--- src/bill_validator_link_handler_assert.svh ---
// Assertion macros for the bill validator link handler.
`ifndef BILL_VALIDATOR_LINK_HANDLER_ASSERT_SVH
`define BILL_VALIDATOR_LINK_HANDLER_ASSERT_SVH

`ifndef ASSERT_OFF

// a holds in this cycle -> b holds in the same cycle
`define BVLH_ASSERT_SAME(label, clk, rst_n, a, b) \
    label: assert property (@(posedge clk) disable iff (!rst_n) (a) |-> (b)) \
        else $error("bvlh assertion failed");

// a holds in this cycle -> b holds in the next cycle
`define BVLH_ASSERT_NEXT(label, clk, rst_n, a, b) \
    label: assert property (@(posedge clk) disable iff (!rst_n) (a) |=> (b)) \
        else $error("bvlh assertion failed");

`else

`define BVLH_ASSERT_SAME(label, clk, rst_n, a, b)
`define BVLH_ASSERT_NEXT(label, clk, rst_n, a, b)

`endif

`endif

--- src/bvlh_pkg.sv ---
`timescale 1ns / 1ps

package bvlh_pkg;

    localparam int QUEUE_DEPTH = 4;

    // configuration register indexes
    localparam int CFG_IDX_W = 3;
    localparam logic [CFG_IDX_W-1:0] REG_MODE_U         = 3'd0;
    localparam logic [CFG_IDX_W-1:0] REG_LOCK_WINDOW    = 3'd1;
    localparam logic [CFG_IDX_W-1:0] REG_LOCK_THRESHOLD = 3'd2;
    localparam logic [CFG_IDX_W-1:0] REG_RESULT_TIMEOUT = 3'd3;
    localparam logic [CFG_IDX_W-1:0] REG_SETTLE_TICKS   = 3'd4;
    localparam logic [CFG_IDX_W-1:0] REG_QUIET_TICKS    = 3'd5;
    localparam logic [CFG_IDX_W-1:0] REG_BURST_GAP      = 3'd6;
    localparam int CFG_DATA_W = 14;

    // validator byte codes
    localparam logic [7:0] BYTE_NULL      = 8'h00;
    localparam logic [7:0] BYTE_IDLE      = 8'hFF;
    localparam logic [7:0] BYTE_SUSPECT   = 8'h2F;
    localparam logic [7:0] BYTE_STACKED   = 8'h10;
    localparam logic [7:0] BYTE_NOTE_BASE = 8'h40;
    localparam logic [7:0] BYTE_NOTE_LAST = 8'h44;
    localparam logic [7:0] BYTE_PWR_HDR   = 8'h80;
    localparam logic [7:0] BYTE_NOTE_HDR  = 8'h81;
    localparam logic [7:0] BYTE_ESC       = 8'h8F;
    localparam logic [7:0] BYTE_V_PWR_A   = 8'h56;
    localparam logic [7:0] BYTE_V_PWR_B   = 8'h4E;
    localparam logic [7:0] BYTE_ACCEPT    = 8'h02;
    localparam logic [7:0] BYTE_REJECT    = 8'h0F;

    // outcome codes
    localparam logic [2:0] OUT_NONE     = 3'd0;
    localparam logic [2:0] OUT_POWER_ON = 3'd1;
    localparam logic [2:0] OUT_STACKED  = 3'd2;
    localparam logic [2:0] OUT_REJECTED = 3'd3;
    localparam logic [2:0] OUT_TIMEOUT  = 3'd4;

    // configuration reset values
    localparam logic [13:0] RST_LOCK_WINDOW    = 14'd10000;
    localparam logic [7:0]  RST_LOCK_THRESHOLD = 8'd3;
    localparam logic [13:0] RST_RESULT_TIMEOUT = 14'd5000;
    localparam logic [7:0]  RST_SETTLE_TICKS   = 8'd20;
    localparam logic [7:0]  RST_QUIET_TICKS    = 8'd5;
    localparam logic [7:0]  RST_BURST_GAP      = 8'd20;

    typedef struct packed {
        logic        mode_u;
        logic [13:0] lock_window;
        logic [7:0]  lock_threshold;
        logic [13:0] result_timeout;
        logic [7:0]  settle_ticks;
        logic [7:0]  quiet_ticks;
        logic [7:0]  burst_gap;
    } bvlh_cfg_t;

    // classified input transaction
    typedef struct packed {
        logic       is_tick;
        logic [7:0] rx_byte;
        logic       filler;
        logic       suspect;
        logic       stacked;
        logic       note_code;
        logic [2:0] note_ch;
    } bvlh_item_t;

    typedef struct packed {
        logic        tx_valid;
        logic [7:0]  tx_byte;
        logic [2:0]  outcome;
        logic [2:0]  note_channel;
        logic [16:0] note_value;
    } bvlh_result_t;

    function automatic logic [16:0] face_value(input logic [2:0] ch);
        logic [16:0] v;
        case (ch)
            3'd0:    v = 17'd5000;
            3'd1:    v = 17'd10000;
            3'd2:    v = 17'd20000;
            3'd3:    v = 17'd50000;
            3'd4:    v = 17'd100000;
            default: v = 17'd0;
        endcase
        return v;
    endfunction

endpackage

--- src/bvlh_if.sv ---
`timescale 1ns / 1ps

interface bvlh_req_if;
    logic       valid;
    logic       ready;
    logic       req_type;
    logic [7:0] rx_byte;

    modport source (output valid, output req_type, output rx_byte, input ready);
    modport sink   (input valid, input req_type, input rx_byte, output ready);
endinterface

interface bvlh_rsp_if;
    logic        valid;
    logic        ready;
    logic        tx_valid;
    logic [7:0]  tx_byte;
    logic [2:0]  outcome;
    logic [2:0]  note_channel;
    logic [16:0] note_value;

    modport source (output valid, output tx_valid, output tx_byte, output outcome,
                    output note_channel, output note_value, input ready);
    modport sink   (input valid, input tx_valid, input tx_byte, input outcome,
                    input note_channel, input note_value, output ready);
endinterface

--- src/bill_validator_link_handler.sv ---
// Bill validator link handler.
// Input channel req: one transaction per received validator byte (req_type 0)
// or per 1 ms tick (req_type 1). Output channel rsp: exactly one result per
// input transaction, in order: an optional byte to send to the validator
// (accept 0x02 / reject 0x0F) plus an outcome code, note channel and value.
// Configuration: cfg_we/cfg_index/cfg_data write one register per cycle;
// the user must write only while the block is idle; it is not enforced.
// Structure: the front classifies each transaction and pushes it into a
// QUEUE_DEPTH-entry queue; the back runs the protocol state machine into a
// registered output slot, one queue entry per cycle while the slot can take it.
// Path: an accepted transaction is registered into the queue, then popped
// by the back into the registered output slot, which drives rsp.valid.
// Throughput: one transaction per cycle while the output slot can take it.
// Reset: control and config registers take their defaults (not result data
// or queue slots), history, lockout and queue cleared, phase to pattern hunt.
// Receiver stall: the output slot holds its result; the back stops popping,
// the queue fills, then req.ready drops until the slot is taken.
`timescale 1ns / 1ps
`include "bill_validator_link_handler_assert.svh"

module bill_validator_link_handler #(
    parameter int QUEUE_DEPTH = bvlh_pkg::QUEUE_DEPTH
) (
    input  logic                               clk,
    input  logic                               rst_n,
    bvlh_req_if.sink                           req,
    bvlh_rsp_if.source                         rsp,
    input  logic                               cfg_we,
    input  logic [bvlh_pkg::CFG_IDX_W-1:0]     cfg_index,
    input  logic [bvlh_pkg::CFG_DATA_W-1:0]    cfg_data
);
    import bvlh_pkg::*;

    bvlh_cfg_t  cfg_reg;
    bvlh_item_t front_item;
    bvlh_item_t head_item;
    logic       push;
    logic       q_full;
    logic       q_not_empty;
    logic       pop;

    always_ff @(posedge clk or negedge rst_n)
    begin
        if (!rst_n)
        begin
            cfg_reg.mode_u         <= 1'b1;
            cfg_reg.lock_window    <= RST_LOCK_WINDOW;
            cfg_reg.lock_threshold <= RST_LOCK_THRESHOLD;
            cfg_reg.result_timeout <= RST_RESULT_TIMEOUT;
            cfg_reg.settle_ticks   <= RST_SETTLE_TICKS;
            cfg_reg.quiet_ticks    <= RST_QUIET_TICKS;
            cfg_reg.burst_gap      <= RST_BURST_GAP;
        end
        else if (cfg_we)
        begin
            unique case (cfg_index)
                REG_MODE_U:         cfg_reg.mode_u         <= cfg_data[0];
                REG_LOCK_WINDOW:    cfg_reg.lock_window    <= cfg_data[13:0];
                REG_LOCK_THRESHOLD: cfg_reg.lock_threshold <= cfg_data[7:0];
                REG_RESULT_TIMEOUT: cfg_reg.result_timeout <= cfg_data[13:0];
                REG_SETTLE_TICKS:   cfg_reg.settle_ticks   <= cfg_data[7:0];
                REG_QUIET_TICKS:    cfg_reg.quiet_ticks    <= cfg_data[7:0];
                REG_BURST_GAP:      cfg_reg.burst_gap      <= cfg_data[7:0];
                default:
                begin
                end
            endcase
        end
    end

    bvlh_front u_front (
        .req    (req),
        .q_full (q_full),
        .push   (push),
        .item   (front_item)
    );

    bvlh_fifo #(
        .DEPTH (QUEUE_DEPTH)
    ) u_fifo (
        .clk       (clk),
        .rst_n     (rst_n),
        .push      (push),
        .push_item (front_item),
        .full      (q_full),
        .pop       (pop),
        .not_empty (q_not_empty),
        .head_item (head_item)
    );

    bvlh_back u_back (
        .clk     (clk),
        .rst_n   (rst_n),
        .cfg     (cfg_reg),
        .q_valid (q_not_empty),
        .q_item  (head_item),
        .pop     (pop),
        .rsp     (rsp)
    );

    // an accepted transaction is queued for the back
    `BVLH_ASSERT_NEXT(a_push_queued, clk, rst_n, req.valid && req.ready, q_not_empty)
    // the back only advances when the output slot can take the result
    `BVLH_ASSERT_SAME(a_pop_slot_free, clk, rst_n, pop, !rsp.valid || rsp.ready)
    // every popped transaction shows up as a result
    `BVLH_ASSERT_NEXT(a_pop_result, clk, rst_n, pop, rsp.valid)

endmodule

--- src/bvlh_front.sv ---
`timescale 1ns / 1ps

module bvlh_front (
    bvlh_req_if.sink          req,
    input  logic              q_full,
    output logic              push,
    output bvlh_pkg::bvlh_item_t item
);
    import bvlh_pkg::*;

    assign req.ready = !q_full;
    assign push      = req.valid && !q_full;

    always_comb
    begin
        item.is_tick   = req.req_type;
        item.rx_byte   = req.rx_byte;
        item.filler    = (req.rx_byte == BYTE_NULL) || (req.rx_byte == BYTE_IDLE);
        item.suspect   = (req.rx_byte == BYTE_SUSPECT);
        item.stacked   = (req.rx_byte == BYTE_STACKED);
        item.note_code = (req.rx_byte >= BYTE_NOTE_BASE) && (req.rx_byte <= BYTE_NOTE_LAST);
        // 0x40..0x44 -> channel in the low bits
        item.note_ch   = req.rx_byte[2:0];
    end

endmodule

--- src/bvlh_fifo.sv ---
`timescale 1ns / 1ps

module bvlh_fifo #(
    parameter int DEPTH = bvlh_pkg::QUEUE_DEPTH
) (
    input  logic                 clk,
    input  logic                 rst_n,
    input  logic                 push,
    input  bvlh_pkg::bvlh_item_t push_item,
    output logic                 full,
    input  logic                 pop,
    output logic                 not_empty,
    output bvlh_pkg::bvlh_item_t head_item
);
    import bvlh_pkg::*;

    localparam int PTR_W = (DEPTH > 1) ? $clog2(DEPTH) : 1;
    localparam int CNT_W = $clog2(DEPTH + 1);
    localparam logic [PTR_W-1:0] LAST_PTR = PTR_W'(DEPTH - 1);
    localparam logic [CNT_W-1:0] FULL_CNT = CNT_W'(DEPTH);

    bvlh_item_t        slot_reg [DEPTH];
    logic [PTR_W-1:0]  wr_ptr_reg, wr_ptr_next;
    logic [PTR_W-1:0]  rd_ptr_reg, rd_ptr_next;
    logic [CNT_W-1:0]  count_reg, count_next;

    assign full      = (count_reg == FULL_CNT);
    assign not_empty = (count_reg != '0);
    assign head_item = slot_reg[rd_ptr_reg];

    always_comb
    begin
        wr_ptr_next = wr_ptr_reg;
        rd_ptr_next = rd_ptr_reg;
        count_next  = count_reg;
        if (push)
        begin
            wr_ptr_next = (wr_ptr_reg == LAST_PTR) ? '0 : wr_ptr_reg + PTR_W'(1);
        end
        if (pop)
        begin
            rd_ptr_next = (rd_ptr_reg == LAST_PTR) ? '0 : rd_ptr_reg + PTR_W'(1);
        end
        if (push && !pop)
        begin
            count_next = count_reg + CNT_W'(1);
        end
        else if (pop && !push)
        begin
            count_next = count_reg - CNT_W'(1);
        end
    end

    always_ff @(posedge clk or negedge rst_n)
    begin
        if (!rst_n)
        begin
            wr_ptr_reg <= '0;
            rd_ptr_reg <= '0;
            count_reg  <= '0;
        end
        else
        begin
            wr_ptr_reg <= wr_ptr_next;
            rd_ptr_reg <= rd_ptr_next;
            count_reg  <= count_next;
        end
    end

    always_ff @(posedge clk)
    begin
        if (push)
        begin
            slot_reg[wr_ptr_reg] <= push_item;
        end
    end

endmodule

--- src/bvlh_back.sv ---
`timescale 1ns / 1ps

module bvlh_back (
    input  logic                 clk,
    input  logic                 rst_n,
    input  bvlh_pkg::bvlh_cfg_t  cfg,
    input  logic                 q_valid,
    input  bvlh_pkg::bvlh_item_t q_item,
    output logic                 pop,
    bvlh_rsp_if.source           rsp
);
    import bvlh_pkg::*;

    localparam logic [1:0] PH_HUNT   = 2'd0;
    localparam logic [1:0] PH_SETTLE = 2'd1;
    localparam logic [1:0] PH_DRAIN  = 2'd2;
    localparam logic [1:0] PH_AWAIT  = 2'd3;

    logic [7:0]   hist_reg [4];
    logic [7:0]   hist_next [4];
    logic [2:0]   fill_reg, fill_next;
    logic [1:0]   phase_reg, phase_next;
    logic [13:0]  timer_reg, timer_next;
    logic [7:0]   quiet_reg, quiet_next;
    logic [7:0]   gap_reg, gap_next;
    logic [13:0]  lock_reg, lock_next;
    logic [7:0]   suspect_reg, suspect_next;
    logic [2:0]   held_reg, held_next;
    logic         out_valid_reg;
    bvlh_result_t out_reg, out_next;

    assign pop = q_valid && (!out_valid_reg || rsp.ready);

    always_comb
    begin
        logic [2:0]  fill_inc;
        logic [7:0]  gap_inc;
        logic [7:0]  quiet_inc;
        logic [13:0] lock_dec;
        logic [13:0] lock_dec_win;
        logic [13:0] timer_inc;
        logic        clr_hist;
        logic        note_hit;
        logic        reject;

        for (int i = 0; i < 4; i++)
        begin
            hist_next[i] = hist_reg[i];
        end
        fill_next    = fill_reg;
        phase_next   = phase_reg;
        timer_next   = timer_reg;
        quiet_next   = quiet_reg;
        gap_next     = gap_reg;
        lock_next    = lock_reg;
        suspect_next = suspect_reg;
        held_next    = held_reg;
        clr_hist     = 1'b0;
        note_hit     = 1'b0;
        reject       = 1'b0;
        out_next     = '0;

        fill_inc     = (fill_reg < 3'd4) ? fill_reg + 3'd1 : fill_reg;
        gap_inc      = (gap_reg == 8'hFF) ? gap_reg : gap_reg + 8'd1;
        quiet_inc    = (quiet_reg == 8'hFF) ? quiet_reg : quiet_reg + 8'd1;
        lock_dec     = (lock_reg != '0) ? lock_reg - 14'd1 : lock_reg;
        timer_inc    = timer_reg + 14'd1;
        lock_dec_win = lock_dec;

        if (!q_item.is_tick)
        begin
            unique case (phase_reg)
                PH_HUNT:
                begin
                    gap_next = '0;
                    if (!q_item.filler)
                    begin
                        hist_next[0] = hist_reg[1];
                        hist_next[1] = hist_reg[2];
                        hist_next[2] = hist_reg[3];
                        hist_next[3] = q_item.rx_byte;
                        fill_next    = fill_inc;
                        if (cfg.mode_u)
                        begin
                            if (q_item.suspect)
                            begin
                                if (lock_reg != '0)
                                begin
                                    lock_next = cfg.lock_window;
                                end
                                else if (suspect_reg != 8'hFF)
                                begin
                                    suspect_next = suspect_reg + 8'd1;
                                end
                            end
                            if (fill_inc >= 3'd2 && hist_reg[3] == BYTE_PWR_HDR
                                && q_item.rx_byte == BYTE_ESC)
                            begin
                                out_next.tx_valid = 1'b1;
                                out_next.tx_byte  = BYTE_ACCEPT;
                                out_next.outcome  = OUT_POWER_ON;
                            end
                            else if (fill_inc >= 3'd3 && hist_reg[2] == BYTE_NOTE_HDR
                                     && hist_reg[3] == BYTE_ESC && q_item.note_code)
                            begin
                                note_hit = 1'b1;
                            end
                        end
                        else
                        begin
                            if (fill_inc >= 3'd4 && hist_reg[1] == BYTE_PWR_HDR
                                && hist_reg[2] == BYTE_ESC && hist_reg[3] == BYTE_V_PWR_A
                                && q_item.rx_byte == BYTE_V_PWR_B)
                            begin
                                out_next.tx_valid = 1'b1;
                                out_next.tx_byte  = BYTE_ACCEPT;
                                out_next.outcome  = OUT_POWER_ON;
                            end
                            else if (fill_inc >= 3'd2 && hist_reg[3] == BYTE_NOTE_HDR
                                     && q_item.note_code)
                            begin
                                note_hit = 1'b1;
                            end
                        end
                        if (note_hit)
                        begin
                            held_next  = q_item.note_ch;
                            clr_hist   = 1'b1;
                            phase_next = PH_SETTLE;
                            timer_next = '0;
                            quiet_next = '0;
                        end
                    end
                end
                PH_SETTLE:
                begin
                end
                PH_DRAIN:
                begin
                    quiet_next = '0;
                end
                PH_AWAIT:
                begin
                    out_next.note_channel = held_reg;
                    if (q_item.stacked)
                    begin
                        out_next.outcome    = OUT_STACKED;
                        out_next.note_value = face_value(held_reg);
                    end
                    else
                    begin
                        out_next.outcome = OUT_REJECTED;
                    end
                    clr_hist   = 1'b1;
                    phase_next = PH_HUNT;
                    timer_next = '0;
                    quiet_next = '0;
                    gap_next   = '0;
                end
                default:
                begin
                end
            endcase
        end
        else
        begin
            lock_next = lock_dec;
            unique case (phase_reg)
                PH_HUNT:
                begin
                    gap_next = gap_inc;
                    if (gap_inc >= cfg.burst_gap)
                    begin
                        clr_hist = 1'b1;
                    end
                end
                PH_SETTLE:
                begin
                    timer_next = timer_inc;
                    if (timer_inc >= {6'd0, cfg.settle_ticks})
                    begin
                        phase_next = PH_DRAIN;
                        timer_next = '0;
                        quiet_next = '0;
                    end
                end
                PH_DRAIN:
                begin
                    quiet_next = quiet_inc;
                    if (quiet_inc >= cfg.quiet_ticks)
                    begin
                        // channel zero lockout decision
                        if (cfg.mode_u && held_reg == 3'd0)
                        begin
                            if (suspect_reg >= cfg.lock_threshold)
                            begin
                                lock_dec_win = cfg.lock_window;
                            end
                            reject = (lock_dec_win != '0);
                        end
                        lock_next    = reject ? lock_dec_win : '0;
                        suspect_next = '0;
                        out_next.tx_valid     = 1'b1;
                        out_next.tx_byte      = reject ? BYTE_REJECT : BYTE_ACCEPT;
                        out_next.note_channel = held_reg;
                        phase_next = PH_AWAIT;
                        timer_next = '0;
                        quiet_next = '0;
                    end
                end
                PH_AWAIT:
                begin
                    if (timer_reg >= cfg.result_timeout)
                    begin
                        out_next.outcome      = OUT_TIMEOUT;
                        out_next.note_channel = held_reg;
                        clr_hist   = 1'b1;
                        phase_next = PH_HUNT;
                        timer_next = '0;
                        quiet_next = '0;
                        gap_next   = '0;
                    end
                    else
                    begin
                        timer_next = timer_inc;
                    end
                end
                default:
                begin
                end
            endcase
        end

        if (clr_hist)
        begin
            for (int i = 0; i < 4; i++)
            begin
                hist_next[i] = '0;
            end
            fill_next = '0;
        end
    end

    always_ff @(posedge clk or negedge rst_n)
    begin
        if (!rst_n)
        begin
            for (int i = 0; i < 4; i++)
            begin
                hist_reg[i] <= '0;
            end
            fill_reg      <= '0;
            phase_reg     <= PH_HUNT;
            timer_reg     <= '0;
            quiet_reg     <= '0;
            gap_reg       <= '0;
            lock_reg      <= '0;
            suspect_reg   <= '0;
            held_reg      <= '0;
            out_valid_reg <= 1'b0;
        end
        else
        begin
            if (pop)
            begin
                for (int i = 0; i < 4; i++)
                begin
                    hist_reg[i] <= hist_next[i];
                end
                fill_reg    <= fill_next;
                phase_reg   <= phase_next;
                timer_reg   <= timer_next;
                quiet_reg   <= quiet_next;
                gap_reg     <= gap_next;
                lock_reg    <= lock_next;
                suspect_reg <= suspect_next;
                held_reg    <= held_next;
            end
            if (pop)
            begin
                out_valid_reg <= 1'b1;
            end
            else if (rsp.ready)
            begin
                out_valid_reg <= 1'b0;
            end
        end
    end

    always_ff @(posedge clk)
    begin
        if (pop)
        begin
            out_reg <= out_next;
        end
    end

    assign rsp.valid        = out_valid_reg;
    assign rsp.tx_valid     = out_reg.tx_valid;
    assign rsp.tx_byte      = out_reg.tx_byte;
    assign rsp.outcome      = out_reg.outcome;
    assign rsp.note_channel = out_reg.note_channel;
    assign rsp.note_value   = out_reg.note_value;

endmodule
--- src/flat_wrapper.sv ---
// flat-port wrapper written by rule: the top's interface ports become plain ports
module bill_validator_link_handler_flat import bvlh_pkg::*;
#(
    parameter int QUEUE_DEPTH = bvlh_pkg::QUEUE_DEPTH
)
  (clk, rst_n, cfg_we, cfg_index, cfg_data, req_valid, req_req_type, req_rx_byte, req_ready, rsp_valid, rsp_tx_valid, rsp_tx_byte, rsp_outcome, rsp_note_channel, rsp_note_value, rsp_ready);
  bvlh_req_if req_i ();
  bvlh_rsp_if rsp_i ();
  input  logic clk;
  input  logic rst_n;
  input  logic cfg_we;
  input  logic [bvlh_pkg::CFG_IDX_W-1:0] cfg_index;
  input  logic [bvlh_pkg::CFG_DATA_W-1:0] cfg_data;
  input wire logic [$bits(req_i.valid)-1:0] req_valid;
  input wire logic [$bits(req_i.req_type)-1:0] req_req_type;
  input wire logic [$bits(req_i.rx_byte)-1:0] req_rx_byte;
  output wire logic [$bits(req_i.ready)-1:0] req_ready;
  output wire logic [$bits(rsp_i.valid)-1:0] rsp_valid;
  output wire logic [$bits(rsp_i.tx_valid)-1:0] rsp_tx_valid;
  output wire logic [$bits(rsp_i.tx_byte)-1:0] rsp_tx_byte;
  output wire logic [$bits(rsp_i.outcome)-1:0] rsp_outcome;
  output wire logic [$bits(rsp_i.note_channel)-1:0] rsp_note_channel;
  output wire logic [$bits(rsp_i.note_value)-1:0] rsp_note_value;
  input wire logic [$bits(rsp_i.ready)-1:0] rsp_ready;
  assign req_i.valid = req_valid;
  assign req_i.req_type = req_req_type;
  assign req_i.rx_byte = req_rx_byte;
  assign req_ready = req_i.ready;
  assign rsp_valid = rsp_i.valid;
  assign rsp_tx_valid = rsp_i.tx_valid;
  assign rsp_tx_byte = rsp_i.tx_byte;
  assign rsp_outcome = rsp_i.outcome;
  assign rsp_note_channel = rsp_i.note_channel;
  assign rsp_note_value = rsp_i.note_value;
  assign rsp_i.ready = rsp_ready;
  bill_validator_link_handler #(.QUEUE_DEPTH(QUEUE_DEPTH)) u_core (.clk(clk), .rst_n(rst_n), .req(req_i), .rsp(rsp_i), .cfg_we(cfg_we), .cfg_index(cfg_index), .cfg_data(cfg_data));
endmodule
--- config.mk ---
export PLATFORM = sky130hd
export DESIGN_NAME = bill_validator_link_handler_flat
export DESIGN_NICKNAME = d
export VERILOG_FILES = /design/src/bvlh_pkg.sv /design/src/bvlh_if.sv /design/src/bill_validator_link_handler.sv /design/src/bvlh_front.sv /design/src/bvlh_fifo.sv /design/src/bvlh_back.sv /design/src/flat_wrapper.sv
export VERILOG_INCLUDE_DIRS = /design/src /design/src/src
export SDC_FILE = /design/constraint.sdc
export NUM_CORES = 1
export LEC_CHECK = 0
export BUFFER_PORTS_ARGS = -buffer_cell sky130_fd_sc_hd__buf_2
export CORE_ASPECT_RATIO = 0.75
export CORE_MARGIN = 10
export CORE_UTILIZATION = 62
export CTS_CLUSTER_DIAMETER = 50
export DETAILED_ROUTE_END_ITERATION = 16
export PLACE_DENSITY_LB_ADDON = 0.2
export SLEW_MARGIN = 20
export SYNTH_ARGS = -nofsm -noshare
export SYNTH_HDL_FRONTEND = slang
export SYNTH_SLANG_ARGS = --single-unit
export TNS_END_PERCENT = 100
--- constraint.sdc ---
create_clock -name clk -period 3.9 [get_ports clk]
set_input_delay 0.39 -clock clk [delete_from_list [all_inputs] [get_ports clk]]
set_output_delay 0.39 -clock clk [all_outputs]
set_load 0.01 [all_outputs]
==> results of run 1 <==
[logic make-up (layout without fill, tap and decap cells)]
logic type | after synthesis | in the layout
simple gates | 323 | 323
flops | 226 | 226
compound gates | 221 | 221
buf+inv | 124 | 188
mux | 87 | 87
fa+ha+maj | 65 | 65
xor+xnor | 20 | 20
other cells | 1 | 7
[area by class of cell]
cell class	instances	area (um2)	area share (%)
inverter	72	270	2.05
timing repair buffer	75	439	3.33
multi-input combinational	723	5410	41.0
clock buffer	28	594	4.51
clock inverter	13	114	0.864
sequential	226	6040	45.9
tap	247	309	2.34
[metal layers]
metal,track usage (%),share of wire [%],vias up
met4,5.12,1.9,0
met3,4.04,7.6,42
li1,-,-,4047
met5,0,0,-
met2,32.1,44,328
met1,32.5,47,4391
[cells in the final DEF, fill, tap and decap left out, types with 6 or more instances in the layout]
master,netlist,routed
a221o_1,12,12
and3_1,24,24
buf_4,11,17
xnor2_1,12,12
ha_1,64,64
conb_1,1,7
or4_1,7,7
nand2_1,78,78
a21oi_1,29,28
a21o_1,16,16
nand4_1,11,11
o21ai_0,73,73
mux2i_1,10,9
a31oi_1,7,7
nor3b_1,9,8
nor4_1,20,20
o211ai_1,6,6
o21a_1,8,8
nor2b_1,6,6
inv_1,72,72
xor2_1,8,8
or3_1,14,14
nor2_1,50,50
a32o_1,24,24
nand3_1,28,28
dfstp_2,19,19
buf_2,5,56
mux2_2,65,65
clkbuf_16,0,23
clkinv_2,0,6
a211oi_1,6,6
and2_1,12,12
mux4_2,12,12
nor3_1,18,17
nand2b_1,15,15
edfxtp_1,73,73
dfrtp_1,134,134
[stage by stage]
| stage | setup WS [ps] | TNS [ps] |
|---|---|---|
| detailed placement | 251 | 0 |
| global placement | 347 | 0 |
| finish | 139 | 0 |
| CTS | 183 | 0 |
| floorplan | 647 | 0 |
| global route | -9.96 | -33.2 |
[worst register-to-register path, cell delays in order (launching register included)]
cell and delay (ps):
dfrtp_1 420, ha_1 240, and3_1 230, nand3_1 220, nand4_1 150, xnor2_1 230, ha_1 310, a2111o_1 370
a31oi_1 130, o21ai_0 190, nand2_1 280, nor3b_1 140, and2_4 200, o21a_4 240, a211o_1 310
[worst min-delay path by stage]
stage | end | cells after the start
3_5_place_dp | u_core.u_back.rsp.valid | 2
2_1_floorplan | u_core.cfg_reg[0] | 0
5_1_grt | u_core.u_back.lock_reg[8] | 1
3_3_place_gp | u_core.u_back.rsp.valid | 2
6_report | u_core.u_back.lock_reg[8] | 1
4_1_cts | u_core.cfg_reg[43] | 1
[power groups by stage]
stage	combinational [W]	clock, W	sequential [W]
after floorplan	0.00226	0	0.00344
after global placement	0.00291	0	0.00348
after detailed placement	0.00299	0	0.00350
after CTS	0.00303	0.00215	0.00347
after global routing	0.00337	0.00224	0.00355
final	0.00306	0.00212	0.00348
==> impl_metrics.ini, run 1 <==
[logic_synthesis]
synth.avg_cell_area_um2 = 11.2
synthAdderAreaFrac_pct = 6.88
synth_top_family_by_area = simple AND/OR/NAND/NOR gates
synth_area_leaders = dfrtp_1 (28%), edfxtp_1 (18%), ha_1 (6.7%)
synthMuxAreaShare_pct = 9.24
synth_xor_area_share_pct = 1.47
synth_compound_area_share_pct = 12.7
synth_edf_count = 73
synth_top_area_cell = dfrtp_1
syn_inst = 1067
ys_warn_count = 0
synth_top_cell_area_share_pct = 28.1
ys.flop_type = dfrtp_1
yosysMostFrequentCell = dfrtp_1
synth.cell_area_um2 = 11900
ys_top_cells_by_count = dfrtp_1 (134), nand2_1 (78), edfxtp_1 (73), o21ai_0 (73), inv_1 (72)
synth_seq_area_share_pct = 50.7
yosys_register_bits = 226
yosys.area_share.simple_pct = 14.7
synth_cell_types = 76
synthArstFlopShare_pct = 67.7

[pwr]
swShare_pct = 36.4
power_switching_w = 0.00315
intPower_w = 0.00551
power.leakage_nw = 5.76
peakVddDrop_mv = 0.408
clkPwrFrac_pct = 24.5
power.total_w = 0.00867
combinationalPowerShare_pct = 35.3
p_per_area_nw_per_um2 = 657
p_seq_share_pct = 40.2

[layout]
n_antenna_cell = 0
final_layout_size_suffix_gt1_share_pct = 19.5
fillers = 1319
largest_register_ffs = 61
final_cells = 1384
stdcell_area_um2 = 13200
utilization_pct = 70.6
areaGrowthSynthToFinish_pct = 10.5
nets = 1217

[placed_design]
place_area_um2 = 12500
port_buffers = 57
globalplace.congestion = 0.923
hpwl_mm = 19.7
dpl.cell_count = 1343

[clocking]
cts_root_buf = clkbuf_16
ctsHoldBuffers = 0
cts_buffer_depth = 3
cts_sinks = 226
path_clk_slew_ps = 60
cts.htree.levels = 1
cts_resized = 0
clkLatencyLatePin_ps = 510
post_cts_buffers = 0
cts_buffers = 23
cts_tree = yes

[detailed_routing]
drt_wl_total_mm = 28.2
dr_total_vias = 8808
postRouteAntennaNets = 0
drc_errors = 0
firstDrtPassIters = 7
wl_per_cell_um = 20.4
drt_iter0_drc = 1036
viasPerCell = 6.36

[outcome]
outcome = complete, but fails checks
violations = hold timing

[timing]
finalSetupViolCount = 0
whs_ps = -45.2
worst_pin_slew_ps = 1020
final_max_slew_viol_count = 0
finalClockSkew_ps = 10.4
timing.fmax_mhz = 266
period_needed_ps = 3760
hold_violations = 12
slew_headroom_pct = 31.8
min_period_over_period_pct = 96.4
rsz0062_at_grt = yes

[floorplanning]
rows = 43
core_um2 = 18700
start_util_pct = 63.9
die-area_um2 = 25200
dieHeight_um = 140
ios = 65
die_x_um = 180

[setup_path]
start_kind = flip-flop
crit_type = flip-flop to flip-flop
critPathArrivalTime_ps = 4150
crit_buf_inv = 0
path_delay_family = compound AO/OA/AOI/OAI gates
reg2reg_depth = 14
path_depth = 14
slowest_delay_ps = 420
end_kind = flip-flop
worstPathRequired_ps = 4290
r2r_setup_slack_ps = 140
crit_start = u_core.u_back.quiet_reg[0]
cp_max_fo = 8
setup.worst_path.end = u_core.u_back.lock_reg[1]
worst_path_max_delay_cell = dfrtp_1
path_cells = ha_1 > and3_1 > nand3_1 > nand4_1 > xnor2_1 > ha_1 > a2111o_1 > a31oi_1 > o21ai_0 > nand2_1 > nor3b_1 > and2_4 > o21a_4 > a211o_1
reg2reg_from = u_core.u_back.quiet_reg[0]
cp_common_cell = ha_1
reg2reg_to = u_core.u_back.lock_reg[1]

[grt]
grt_overflow = 0
grt_max_degree = 97
grt_pass1_vias = 8518
grt_antenna_before_repair = 1
grt_pass1_wl_mm = 45.6
track_usage_pct = 21.8

[min_path]
hp-class = primary input to asynchronous set/reset pin

[flow_run]
max_cap_violations = 0
(Power assumes the default switching activity.)
==> run 2, diff against run 1 <==
Settings changed: SLEW_MARGIN 20 to 0, SYNTH_HIERARCHICAL set to 1.
==> impl_metrics.ini, run 2 <==
[logic_synthesis]
synth_cell_types = 88
yosys_register_bits = 238
synthArstFlopShare_pct = 64.3
ys_top_cells_by_count = dfrtp_1 (134), edfxtp_1 (85), nand2_1 (75), inv_1 (68), nor2_1 (68)
ys.flop_type = dfrtp_1
syn_inst = 1090
synth_top_area_cell = dfrtp_1
synth_seq_area_share_pct = 50.9
synth_edf_count = 85
yosysMostFrequentCell = dfrtp_1
ys_warn_count = 6
synth_area_leaders = dfrtp_1 (27%), edfxtp_1 (20%), ha_1 (6.3%)
synth.avg_cell_area_um2 = 11.5
synth_top_cell_area_share_pct = 26.7
synth.cell_area_um2 = 12600

[timing]
timing.fmax_mhz = 272
slew_headroom_pct = 37.9
period_needed_ps = 3680
final_max_slew_viol_count = 0
finalSetupTns_ps = 0
min_period_over_period_pct = 94.3
finalSetupViolCount = 0
hold_violations = 0
worst_pin_slew_ps = 927
rsz0062_at_grt = no
finalClockSkew_ps = 12.7

[flow_run]
max_cap_violations = 0

[detailed_routing]
drc_errors = 0
viasPerCell = 6.21
postRouteAntennaNets = 0
wl_per_cell_um = 20.3
drt_iter0_drc = 752
firstDrtPassIters = 5
dr_total_vias = 8812
drt_wl_total_mm = 28.7

[pwr]
intPower_w = 0.00600
p_seq_share_pct = 40.4
peakVddDrop_mv = 0.480
swShare_pct = 35.5
power.leakage_nw = 6.00
clkPwrFrac_pct = 27.4
power_switching_w = 0.00330
combinationalPowerShare_pct = 32.2
p_per_area_nw_per_um2 = 668

[setup_path]
path_cells = ha_1 > and3_1 > nand3_1 > nand2_1 > o21ai_0 > ha_1 > a2111oi_2 > or4_1 > nand3_1 > o211ai_1 > inv_1 > o21ai_0 > a22o_1
crit_type = flip-flop to flip-flop
critPathArrivalTime_ps = 4100
start_kind = flip-flop
cp_max_fo = 13
end_kind = flip-flop
slowest_delay_ps = 580
worstPathRequired_ps = 4320
reg2reg_depth = 13
worst_path_max_delay_cell = or4_1

[min_path]
hp-class = primary input to flip-flop
whs_path_depth = 1

[clocking]
cts_sinks = 238
cts_root_buf = clkbuf_16
cts_buffer_depth = 3
clkLatencyLatePin_ps = 540
path_clk_slew_ps = 60
cts.htree.levels = 1
cts_tree = yes
cts_buffers = 26

[grt]
grt_max_degree = 93
track_usage_pct = 21.6
grt_overflow = 0
grt_pass1_vias = 8624
grt_antenna_before_repair = 0
grt_pass1_wl_mm = 46.1

[floorplanning]
start_util_pct = 62.6
dieHeight_um = 143
rows = 45
ios = 65
core_um2 = 20100
die-area_um2 = 26500
die_x_um = 184

[layout]
regArea_um2 = 6400
final_layout_size_suffix_gt1_share_pct = 20.7
nets = 1234
multi_input_area_um2 = 5610
layout.cells.most_common = dfrtp_1
fillers = 1466
final_cell_mix = dfrtp_1 (134), edfxtp_1 (85), nand2_1 (75)
largest_register_ffs = 64
utilization_pct = 69.3
areaGrowthSynthToFinish_pct = 10.8

[placed_design]
globalplace.congestion = 0.920
hpwl_mm = 20.0
port_buffers = 57

[outcome]
outcome = finished clean
[run 2: changes by cell type in the layout (fill, tap and decap cells not counted), sizes merged, moves of 11 or more]
| cell | previous run | this run |
|---|---|---|
| a22o | 1 | 32 |
| a32o | 24 | 0 |
| nor2 | 50 | 68 |
| o21ai | 76 | 61 |
| and3 | 24 | 12 |
| edfxtp | 73 | 85 |
| mux2 | 65 | 76 |
[run 2: area by class of cell]
type | instances | area share (%)
Sequential cell | 238 | 46.0
Tap cell | 258 | 2.32
Clock inverter | 16 | 1.24
Multi-Input combinational cell | 730 | 40.2
Inverter | 70 | 1.89
Antenna cell | 1 | 0.0180
Timing Repair Buffer | 73 | 3.06
Clock buffer | 32 | 5.28
[run 2: cell families after synthesis]
logic type / count (synthesis) / synth area share (%)
AO/OA/AOI/OAI: 211 / 11.4
XOR/XNOR: 23 / 1.60
adder cells (fa/ha/maj): 64 / 6.42
buffers and inverters: 128 / 4.87
flip-flops: 238 / 50.9
multiplexers: 98 / 10.7
other: 1 / 0.0298
AND/OR/NAND/NOR: 327 / 14.1
[run 2: repair_timing]
action | CTS | global route
setup endpoints to repair | 0 | 24
hold buffers | 1 | 0
endpoints found under the hold margin | 77 | 0
buffers inserted | 0 | 0
gates resized for setup | 0 | 6
[run 2: routing by layer]
metal,track usage [%],wire (um),vias to the layer above
met1,32.1,13800,4361
met2,32.6,12700,320
li1,-,-,4092
met4,4.34,430,0
met3,3.78,1890,39
met5,0,0,-
[run 2: power groups by stage]
stage	combinational, W	clock (W)	sequential, W
finish	0.00300	0.00255	0.00376
global route	0.00330	0.00268	0.00384
CTS	0.00295	0.00258	0.00376
detailed placement	0.00292	0	0.00379
global placement	0.00285	0	0.00376
floorplan	0.00222	0	0.00361
[run 2: worst max-delay path: cells and delay by family (launching register included)]
family / cells / cell delay [ps]
compound gates: 5 / 860
fa+ha+maj: 2 / 540
buf+inv: 1 / 360
flops: 1 / 400
simple gates: 5 / 1400
[run 2: worst paths after layout]
kind	start	endpoint	slack, ps
worst min register to register	u_core/u_fifo/count_reg[2]	u_core/u_fifo/count_reg[2]	480
max in group asynchronous	rst_n	u_core/cfg_reg[8]	2520
worst min-delay path	req_req_type	u_core/u_fifo/slot_reg[2][15]	90
worst max-delay path	u_core/u_back/quiet_reg[0]	u_core/u_back/timer_reg[11]	220
worst max register to register	u_core/u_back/quiet_reg[0]	u_core/u_back/timer_reg[11]	220
min in group asynchronous	rst_n	u_core/u_back/hist_reg[20]	490
[run 2: stage by stage]
| step | setup slack, ps | power [W] | cells | instance area, um2 | hold slack, ps |
|---|---|---|---|---|---|
| final | 223 | 0.00930 | 1418 | 13900 | 86.2 |
| after global routing | 15.5 | 0.00983 | 1417 | 13900 | 84.5 |
| after CTS | 105 | 0.00929 | 1417 | 13900 | 71.0 |
| after detailed placement | 146 | 0.00671 | 1368 | 13000 | 474 |
| after global placement | 263 | 0.00661 | 1368 | 13000 | 466 |
| after floorplan | 627 | 0.00583 | 1096 | 12600 | 94.4 |
